### config.mk
export PLATFORM = sky130hd
export DESIGN_NAME = brr_adpcm_block_decoder_core
export DESIGN_NICKNAME = d
export VERILOG_FILES = /design/src/design/brr_pkg.sv /design/src/design/brr_nib_dec.sv /design/src/design/brr_adpcm_block_decoder_core.sv
export SDC_FILE = /design/constraint.sdc
export NUM_CORES = 1
export LEC_CHECK = 0
export ABC_AREA = 1
export BUFFER_PORTS_ARGS = -buffer_cell sky130_fd_sc_hd__buf_4
export CORE_MARGIN = 4
export CORE_UTILIZATION = 55
export DETAILED_ROUTE_END_ITERATION = 16
export PLACE_DENSITY = 0.82
export SLEW_MARGIN = 20
export SYNTH_ARGS = -nofsm -noshare
export SYNTH_HDL_FRONTEND = slang
export SYNTH_SLANG_ARGS = --single-unit
### constraint.sdc
create_clock -name aclk -period 10.01 [get_ports aclk]
set_clock_uncertainty 0.1 [all_clocks]
set_input_delay 2.002 -clock aclk [delete_from_list [all_inputs] [get_ports aclk]]
set_output_delay 2.002 -clock aclk [all_outputs]
set_load 0.02 [all_outputs]
### src/design/brr_pkg.sv
// Shared types and constants for the BRR block decoder.
// Used by brr_nib_dec and brr_adpcm_block_decoder_core; no dependencies.
package brr_pkg;

    localparam int BYTE_W   = 8;
    localparam int NIB_W    = 4;
    localparam int SAMPLE_W = 15;
    localparam int CALC_W   = 22;

    localparam logic [3:0] SHIFT_MAX = 4'd12;

    localparam logic signed [CALC_W-1:0] LARGE_NEG  = -22'sd4096;
    localparam logic signed [CALC_W-1:0] SAMPLE_MAX = 22'sd32767;
    localparam logic signed [CALC_W-1:0] SAMPLE_MIN = -22'sd32768;

    typedef enum logic [1:0] {
        FILT_NONE = 2'd0,
        FILT_ONE  = 2'd1,
        FILT_TWO  = 2'd2,
        FILT_THREE = 2'd3
    } filt_t;

    // Settings taken from the latest block header byte.
    typedef struct packed {
        logic [3:0] shift;
        filt_t      filter;
        logic       loop_bit;
        logic       end_bit;
    } hdr_t;

endpackage

### src/design/brr_nib_dec.sv
// One-nibble BRR decode: scale by the header shift, apply the prediction
// filter, clamp to 16 bits and wrap to 15 bits. Depends on brr_pkg.
module brr_nib_dec
    import brr_pkg::*;
(
    input  logic [NIB_W-1:0]           nibble,
    input  hdr_t                       hdr,
    input  logic signed [SAMPLE_W-1:0] prev1,
    input  logic signed [SAMPLE_W-1:0] prev2,
    output logic signed [SAMPLE_W-1:0] sample
);

    logic signed [CALC_W-1:0] nib_ext;
    logic signed [CALC_W-1:0] scaled;
    logic signed [CALC_W-1:0] p1;
    logic signed [CALC_W-1:0] p2;
    logic signed [CALC_W-1:0] neg_p1;
    logic signed [CALC_W-1:0] acc;
    logic signed [CALC_W-1:0] clamped;

    always_comb begin
        nib_ext = {{(CALC_W-NIB_W){nibble[NIB_W-1]}}, nibble};
        p1      = {{(CALC_W-SAMPLE_W){prev1[SAMPLE_W-1]}}, prev1};
        p2      = {{(CALC_W-SAMPLE_W){prev2[SAMPLE_W-1]}}, prev2};
        neg_p1  = -p1;

        // shifts above 12 collapse to 0 or -4096
        if (hdr.shift <= SHIFT_MAX) begin
            scaled = (nib_ext <<< hdr.shift) >>> 1;
        end else begin
            scaled = nibble[NIB_W-1] ? LARGE_NEG : '0;
        end

        case (hdr.filter)
            FILT_ONE: begin
                acc = scaled + p1 + (neg_p1 >>> 4);
            end
            FILT_TWO: begin
                acc = scaled + (p1 <<< 1) + (((neg_p1 <<< 1) + neg_p1) >>> 5)
                      - p2 + (p2 >>> 4);
            end
            FILT_THREE: begin
                acc = scaled + (p1 <<< 1)
                      + (((neg_p1 <<< 3) + (neg_p1 <<< 2) + neg_p1) >>> 6)
                      - p2 + (((p2 <<< 1) + p2) >>> 4);
            end
            default: begin
                acc = scaled;
            end
        endcase

        if (acc < SAMPLE_MIN) begin
            clamped = SAMPLE_MIN;
        end else if (acc > SAMPLE_MAX) begin
            clamped = SAMPLE_MAX;
        end else begin
            clamped = acc;
        end

        // keep the low 15 bits only
        sample = clamped[SAMPLE_W-1:0];
    end

endmodule

### src/design/brr_adpcm_block_decoder_core.sv
// BRR ADPCM block decoder, top level.
// Depends on brr_pkg and brr_nib_dec.
//
// Usage:
//   Input channel (s_valid/s_ready) takes one byte of the 9-byte block
//   stream per beat, with s_is_header marking the header byte. A header
//   beat loads shift, filter and end/loop flags and yields no result.
//   A data beat yields two result beats on m_valid/m_ready: the high-nibble
//   sample (m_last = 0), then the low-nibble sample (m_last = 1), each
//   tagged with the end and loop flags of the current header.
//   A data byte's samples pass from the input register through the nibble
//   decoder into the result register; a header beat needs no result slot.
//   The single nibble decoder feeds the result register once per cycle while
//   the result register is free (empty, or its beat taken on m_ready).
//   The input register takes a new beat in the same cycle the held one
//   finishes, and the result register frees itself in the cycle its beat
//   is taken.
//   Reset (aresetn low, synchronous) clears both previous samples, the
//   header settings and all valid flags. When m_ready is low the result
//   holds, data beats stall and s_ready drops once one fills the input register.
module brr_adpcm_block_decoder_core
    import brr_pkg::*;
(
    input  logic                       aclk,
    input  logic                       aresetn,
    input  logic                       s_valid,
    output logic                       s_ready,
    input  logic [BYTE_W-1:0]          s_data_byte,
    input  logic                       s_is_header,
    output logic                       m_valid,
    input  logic                       m_ready,
    output logic signed [SAMPLE_W-1:0] m_sample,
    output logic                       m_last,
    output logic                       m_end_flag,
    output logic                       m_loop_flag
);

    logic                       in_valid_reg;
    logic [BYTE_W-1:0]          in_byte_reg;
    logic                       in_hdr_reg;
    logic                       phase_reg;
    hdr_t                       hdr_reg;
    logic signed [SAMPLE_W-1:0] prev1_reg;
    logic signed [SAMPLE_W-1:0] prev2_reg;
    logic                       out_valid_reg;
    logic signed [SAMPLE_W-1:0] out_sample_reg;
    logic                       out_last_reg;
    logic                       out_end_reg;
    logic                       out_loop_reg;

    logic                       out_free;
    logic                       dec_fire;
    logic                       hdr_fire;
    logic                       in_done;
    logic [NIB_W-1:0]           nib_sel;
    logic signed [SAMPLE_W-1:0] dec_sample;

    assign out_free = !out_valid_reg || m_ready;
    assign dec_fire = in_valid_reg && !in_hdr_reg && out_free;
    assign hdr_fire = in_valid_reg && in_hdr_reg;
    assign in_done  = hdr_fire || (dec_fire && phase_reg);
    assign s_ready  = !in_valid_reg || in_done;
    assign nib_sel  = phase_reg ? in_byte_reg[NIB_W-1:0] : in_byte_reg[BYTE_W-1:NIB_W];

    brr_nib_dec u_nib_dec (
        .nibble (nib_sel),
        .hdr    (hdr_reg),
        .prev1  (prev1_reg),
        .prev2  (prev2_reg),
        .sample (dec_sample)
    );

    // input register
    always_ff @(posedge aclk) begin
        if (!aresetn) begin
            in_valid_reg <= 1'b0;
            phase_reg    <= 1'b0;
        end else begin
            if (s_valid && s_ready) begin
                in_valid_reg <= 1'b1;
                in_byte_reg  <= s_data_byte;
                in_hdr_reg   <= s_is_header;
            end else if (in_done) begin
                in_valid_reg <= 1'b0;
            end
            if (dec_fire) begin
                phase_reg <= !phase_reg;
            end
        end
    end

    // decoder state: header settings and sample history
    always_ff @(posedge aclk) begin
        if (!aresetn) begin
            hdr_reg   <= '0;
            prev1_reg <= '0;
            prev2_reg <= '0;
        end else begin
            if (hdr_fire) begin
                hdr_reg <= hdr_t'(in_byte_reg);
            end
            if (dec_fire) begin
                prev2_reg <= prev1_reg;
                prev1_reg <= dec_sample;
            end
        end
    end

    // result register
    always_ff @(posedge aclk) begin
        if (!aresetn) begin
            out_valid_reg <= 1'b0;
        end else begin
            if (dec_fire) begin
                out_valid_reg <= 1'b1;
            end else if (m_ready) begin
                out_valid_reg <= 1'b0;
            end
        end
    end

    always_ff @(posedge aclk) begin
        if (dec_fire) begin
            out_sample_reg <= dec_sample;
            out_last_reg   <= phase_reg;
            out_end_reg    <= hdr_reg.end_bit;
            out_loop_reg   <= hdr_reg.loop_bit;
        end
    end

    assign m_valid     = out_valid_reg;
    assign m_sample    = out_sample_reg;
    assign m_last      = out_last_reg;
    assign m_end_flag  = out_end_reg;
    assign m_loop_flag = out_loop_reg;

endmodule

==> impl_metrics.csv, run 1 <==
group,metric,value,unit
outcome,status,"completed",
routing,post_drt_wl_per_cell,17.2,um
worst_setup_path,r2r_setup_slack,1.42,ns
yosys,ys_seq_area_share,13.8,%
timing,fin_crit_sh,85.8,%
die,die_h,155,um
clocking,cts_tree,"done",
yosys,synth.distinct_cells,59,
clocking,ctsLongestPathBuffers,2,
die,core_area,0.0211,mm2
worst_setup_path,r2r_cells,36,
routing,vias,11100,
grt,grt_max_degree,77,
worst_setup_path,critPathMaxFanout,15,
timing,hold_viol,0,
die,die_w,155,um
timing,drv_slew,0,
routing,drt_iter0_drc,847,
clocking,clock_sinks,68,
clocking,htreeDepth,3,
yosys,syn_avg_cell_area,7.18,um2
timing,fin_crit,8.59,ns
routing,route.met2.wl,15800,um
yosys,yosys.area.top_type_share,15.6,%
placement,hpwl,28100,um
timing,setup-tns-final,0,ns
routing,via_per_inst,5.69,
grt,grt_overflow,0,
clocking,cts-resized-gates,0,
yosys,synthCells,1649,
routing,drtAntennaViolNets,0,
hold_path,hold_class,"reg -> reg",
finish,insertedDiodeCount,0,
routing,dr.pass1.iters,6,
die,die_area,0.0239,mm2
worst_setup_path,r2r-start,"prev1_reg[1]",
routing,wl_met3,2720,um
worst_setup_path,cp.required,10.14,ns
placement,port_buffers,32,
finish,syn2layout_area_growth,6.77,%
placement,gp_congestion,1.00,
yosys,syn_area,0.0118,mm2
clocking,clock_tree.root_cell,"clkbuf_16",
timing,rsz0062_at_grt,"no",
die,rows,53,
worst_setup_path,regToRegEndpoint,"prev1_reg[10]",
routing,wl_met1,13700,um
worst_setup_path,crit_end,"prev1_reg[10]",
timing,tightest_slew,0.805,ns
finish,fillers,1996,
clocking,ctsHoldBuffers,0,
grt,grt_use_total,28.3,%
die,initial_core_util,56.1,%
worst_setup_path,end_kind,"flip-flop",
clocking,numCtsBuffers,9,
yosys,synth_area_leaders,"fa_1 (16%), ha_1 (13%), inv_1 (10%)",
flow_run,cap_violations,0,
worst_setup_path,start_kind,"flip-flop",
timing,slew_headroom,44.9,%
clocking,clock_latency,0.35,ns
worst_setup_path,slowest_stage,"a2111oi_0",
timing,fmax,116,MHz
clocking,post_cts_buffers,0,
worst_setup_path,startpoint,"prev1_reg[1]",
grt,grt_pass1_vias,10500,
yosys,ys_ff_latch,68,
worst_setup_path,critical_path_class,"reg -> reg",
die,io_pins,33,
routing,wirelength,33500,um
finish,layout-drive-gt1-share,8.94,%
worst_setup_path,cp.arrival,8.72,ns
worst_setup_path,crit_top_cell,"inv_1",
grt,grt_pass1_wl,54100,um
yosys,syn-num-nets,1881,
routing,drc,0,
worst_setup_path,cp_slowest_stage_delay,0.64,ns
yosys,yosysTopAreaCell,"fa_1",
timing,setup_violations,0,
grt,antenna_found_initial,0,
clocking,clkTransAtPathRegs,0.07,ns
finish,nets,1904,
yosys,ys_warn_count,0,
routing,top_layer_used,"met4",
layer usage:
metal | vias up | GRT usage [%]
li1 | 5371 | -
met1 | 5193 | 37.1
met2 | 447 | 46.5
met3 | 88 | 4.92
met4 | 0 | 10.7
met5 | - | 1.24
stage by stage:
step / hold WS [ns] / instances / area (um2) / utilization [%] / setup WS [ns]
2_1_floorplan: 0.309 / 1649 / 11800 / - / 2.81
3_3_place_gp: 0.317 / 1936 / 12300 / 58.4 / 1.77
3_5_place_dp: 0.325 / 1936 / 12300 / 58.4 / 1.65
4_1_cts: 0.323 / 1952 / 12600 / 59.9 / 1.58
5_1_grt: 0.334 / 1952 / 12600 / 59.9 / 0.786
6_report: 0.317 / 1952 / 12600 / 59.9 / 1.42
worst min-delay path by stage:
stage,start,end,slack (ns),cells after the start
2_1_floorplan,hdr_reg[0],m_end_flag,0.31,0
3_3_place_gp,hdr_reg[1],m_loop_flag,0.32,0
3_5_place_dp,hdr_reg[0],m_end_flag,0.33,0
4_1_cts,hdr_reg[0],m_end_flag,0.32,0
5_1_grt,hdr_reg[0],m_end_flag,0.33,0
6_report,hdr_reg[0],m_end_flag,0.32,0
cell families after synthesis:
logic type | after synthesis | share of synthesized area (%)
AOI/OAI and AO/OA | 357 | 16.6
DFF | 68 | 13.8
buffers and inverters | 361 | 12.0
adders and majority gates | 219 | 29.0
and+or+nand+nor | 559 | 22.3
xor gates and xnor gates | 85 | 6.42
cell usage after synthesis (all sizes together):
cell type / n
inv: 337
nand2: 310
a21oi: 172
ha: 127
o21ai: 126
nor2: 109
fa: 92
nand3: 80
xor2: 51
dfxtp: 41
xnor2: 34
edfxtp: 27
or2: 18
nand4: 17
nor3: 17
a21o: 13
clkbuf: 13
buf: 10
o21bai: 9
a211oi: 6
nand3b: 6
a21boi: 5
a31oi: 5
o211ai: 4
a221oi: 3
o221ai: 3
nor4: 2
o2111ai: 2
o21a: 2
o22ai: 2
o31ai: 2
a2111oi: 1
a22oi: 1
clkinv: 1
o311ai: 1
cells in the final DEF, fill, tap and decap left out, types with 15 or more instances in the layout:
cell type / synthesis / layout
inv_1: 326 / 326
nor2_1: 103 / 101
o21ai_0: 116 / 116
nand3_1: 64 / 64
nand2_2: 24 / 24
nand3_2: 15 / 15
or2_2: 16 / 16
buf_4: 2 / 35
a21oi_1: 169 / 169
edfxtp_1: 27 / 27
xnor2_1: 33 / 33
nand2_1: 277 / 277
xor2_1: 50 / 50
dfxtp_1: 41 / 41
nand4_1: 17 / 17
fa_1: 92 / 92
ha_1: 127 / 127
worst max-delay path, delay by kind of cell (launching register included):
kind	cells	cell delay, ns
AND/OR/NAND/NOR	9	1.45
flip-flops	1	0.48
XOR/XNOR	2	0.58
AO/OA/AOI/OAI	14	3.23
buffers and inverters	6	0.65
adder cells (fa/ha/maj)	5	1.97
area by class of cell:
type	instances	area, um2	share of cell area (%)
Clock buffer	9	225	1.78
Clock inverter	7	98.8	0.782
Inverter	338	1270	10.1
Multi-Input combinational cell	1220	8800	69.7
Sequential cell	68	1630	12.9
Tap cell	275	344	2.72
Timing Repair Buffer	35	263	2.08
Power of run 1 is not shown: default switching activity piles up to over one toggle a cycle in this logic, so the estimate is an artifact.
==> run 2: changes to the inputs <==
- PLACE_DENSITY: 0.82 -> 0.72
==> run 2 against run 1 <==
Against the previous run: critical path depth up 5; non-clock buffer count unchanged; worst setup slack better by 0.12 ns; first-iteration DRC count up 13%; final cell count unchanged; largest cell class unchanged.
==> impl_metrics.csv, run 2 (synthesis results as in run 1) <==
group,metric,value,unit
finish,mostFrequentLayoutCell,"inv_1",
flow_run,cap_violations,0,
clocking,post_cts_buffers,0,
clocking,numCtsBuffers,9,
clocking,cts-resized-gates,0,
clocking,cts_tree,"done",
worst_setup_path,critPathMaxFanout,15,
clocking,clkTransAtPathRegs,0.06,ns
worst_setup_path,path_delay_family,"compound AO/OA/AOI/OAI gates",
routing,dr.pass1.iters,6,
placement,gp_congestion,0.938,
worst_setup_path,end_kind,"flip-flop",
timing,tightest_slew,1.04,ns
die,initial_core_util,56.1,%
routing,wirelength,33700,um
placement,port_buffers,32,
routing,drt_iter0_drc,955,
worst_setup_path,cp.arrival,8.46,ns
worst_setup_path,cp.required,10.00,ns
finish,final_area,0.0126,mm2
worst_setup_path,startpoint,"prev1_reg[1]",
routing,post_drt_wl_per_cell,17.3,um
worst_setup_path,crit_buf_inv,6,
clocking,ctsLongestPathBuffers,2,
worst_setup_path,critical_path_class,"reg -> reg",
die,rows,53,
timing,setup-tns-final,0,ns
worst_setup_path,r2r-start,"prev1_reg[1]",
finish,layout_common_cells,"inv_1 (326), nand2_1 (277), a21oi_1 (169), ha_1 (127), o21ai_0 (116)",
clocking,ctsHoldBuffers,0,
finish,fillers,2019,
finish,insertedDiodeCount,0,
clocking,clock_latency,0.34,ns
finish,syn2layout_area_growth,6.36,%
timing,fin_crit,8.47,ns
timing,hold_viol,0,
timing,fmax,118,MHz
placement,placed_cell_area,0.0123,mm2
grt,grt_use_total,28.4,%
timing,fin_crit_sh,84.6,%
outcome,status,"completed",
worst_setup_path,slowest_stage,"fa_1",
die,core_area,0.0211,mm2
die,io_pins,33,
clocking,htreeDepth,3,
hold_path,min_from,"hdr_reg[1]",
clocking,clock_sinks,68,
timing,slew_headroom,30.2,%
die,die_w,155,um
grt,grt_overflow,0,
grt,grt_pass1_vias,10300,
die,die_area,0.0239,mm2
routing,drc,0,
grt,grt_pass1_wl,54300,um
routing,vias,10900,
worst_setup_path,cp_slowest_stage_delay,0.50,ns
die,die_h,155,um
timing,drv_slew,0,
grt,grt_max_degree,77,
routing,via_per_inst,5.58,
finish,nets,1904,
placement,hpwl,28200,um
timing,rsz0062_at_grt,"no",
worst_setup_path,start_kind,"flip-flop",
clocking,clock_tree.root_cell,"clkbuf_16",
grt,antenna_found_initial,0,
worst_setup_path,r2r_setup_slack,1.54,ns
hold_path,hold_class,"reg -> reg",
worst_setup_path,crit_top_cell,"inv_1",
routing,drtAntennaViolNets,0,
finish,layout-drive-gt1-share,8.88,%
timing,setup_violations,0,
[run 2: cell count changes in the layout (fill, tap and decap cells not counted), sizes merged]
cell    before  now
inv        338  340
bufinv       2    0
[run 2: final cells by class]
cell class / count / area [um2] / area share [%]
inverters: 338 / 1270 / 10.1
clock buffers: 9 / 225 / 1.79
well taps: 275 / 344 / 2.73
clock inverters: 7 / 56.3 / 0.447
flip-flops and latches: 68 / 1630 / 13.0
repair buffers: 35 / 263 / 2.09
multi-input cells: 1220 / 8800 / 69.9
[run 2: worst paths after layout]
path / depth (start not counted) / to
max: 41 / m_sample[5]
min: 0 / m_loop_flag
max reg2reg: 41 / m_sample[5]
min reg2reg: 0 / m_loop_flag
[run 2: metrics by stage]
stage	util, %	hold WS, ns	instances	setup slack, ns
floorplan	-	0.309	1649	2.81
global placement	58.4	0.316	1936	1.78
detailed placement	58.4	0.321	1936	1.65
CTS	59.7	0.336	1952	1.62
global route	59.7	0.365	1952	0.891
finish	59.7	0.337	1952	1.54
[run 2: layer usage]
metal,vias to the layer above,GRT usage (%),part of all wire [%]
met5,-,0,0
met4,0,7.86,2.8
met3,60,3.72,6.7
met2,408,48.3,47
met1,5044,38.0,43
li1,5387,-,-
Power of run 2 is left out for the same reason.
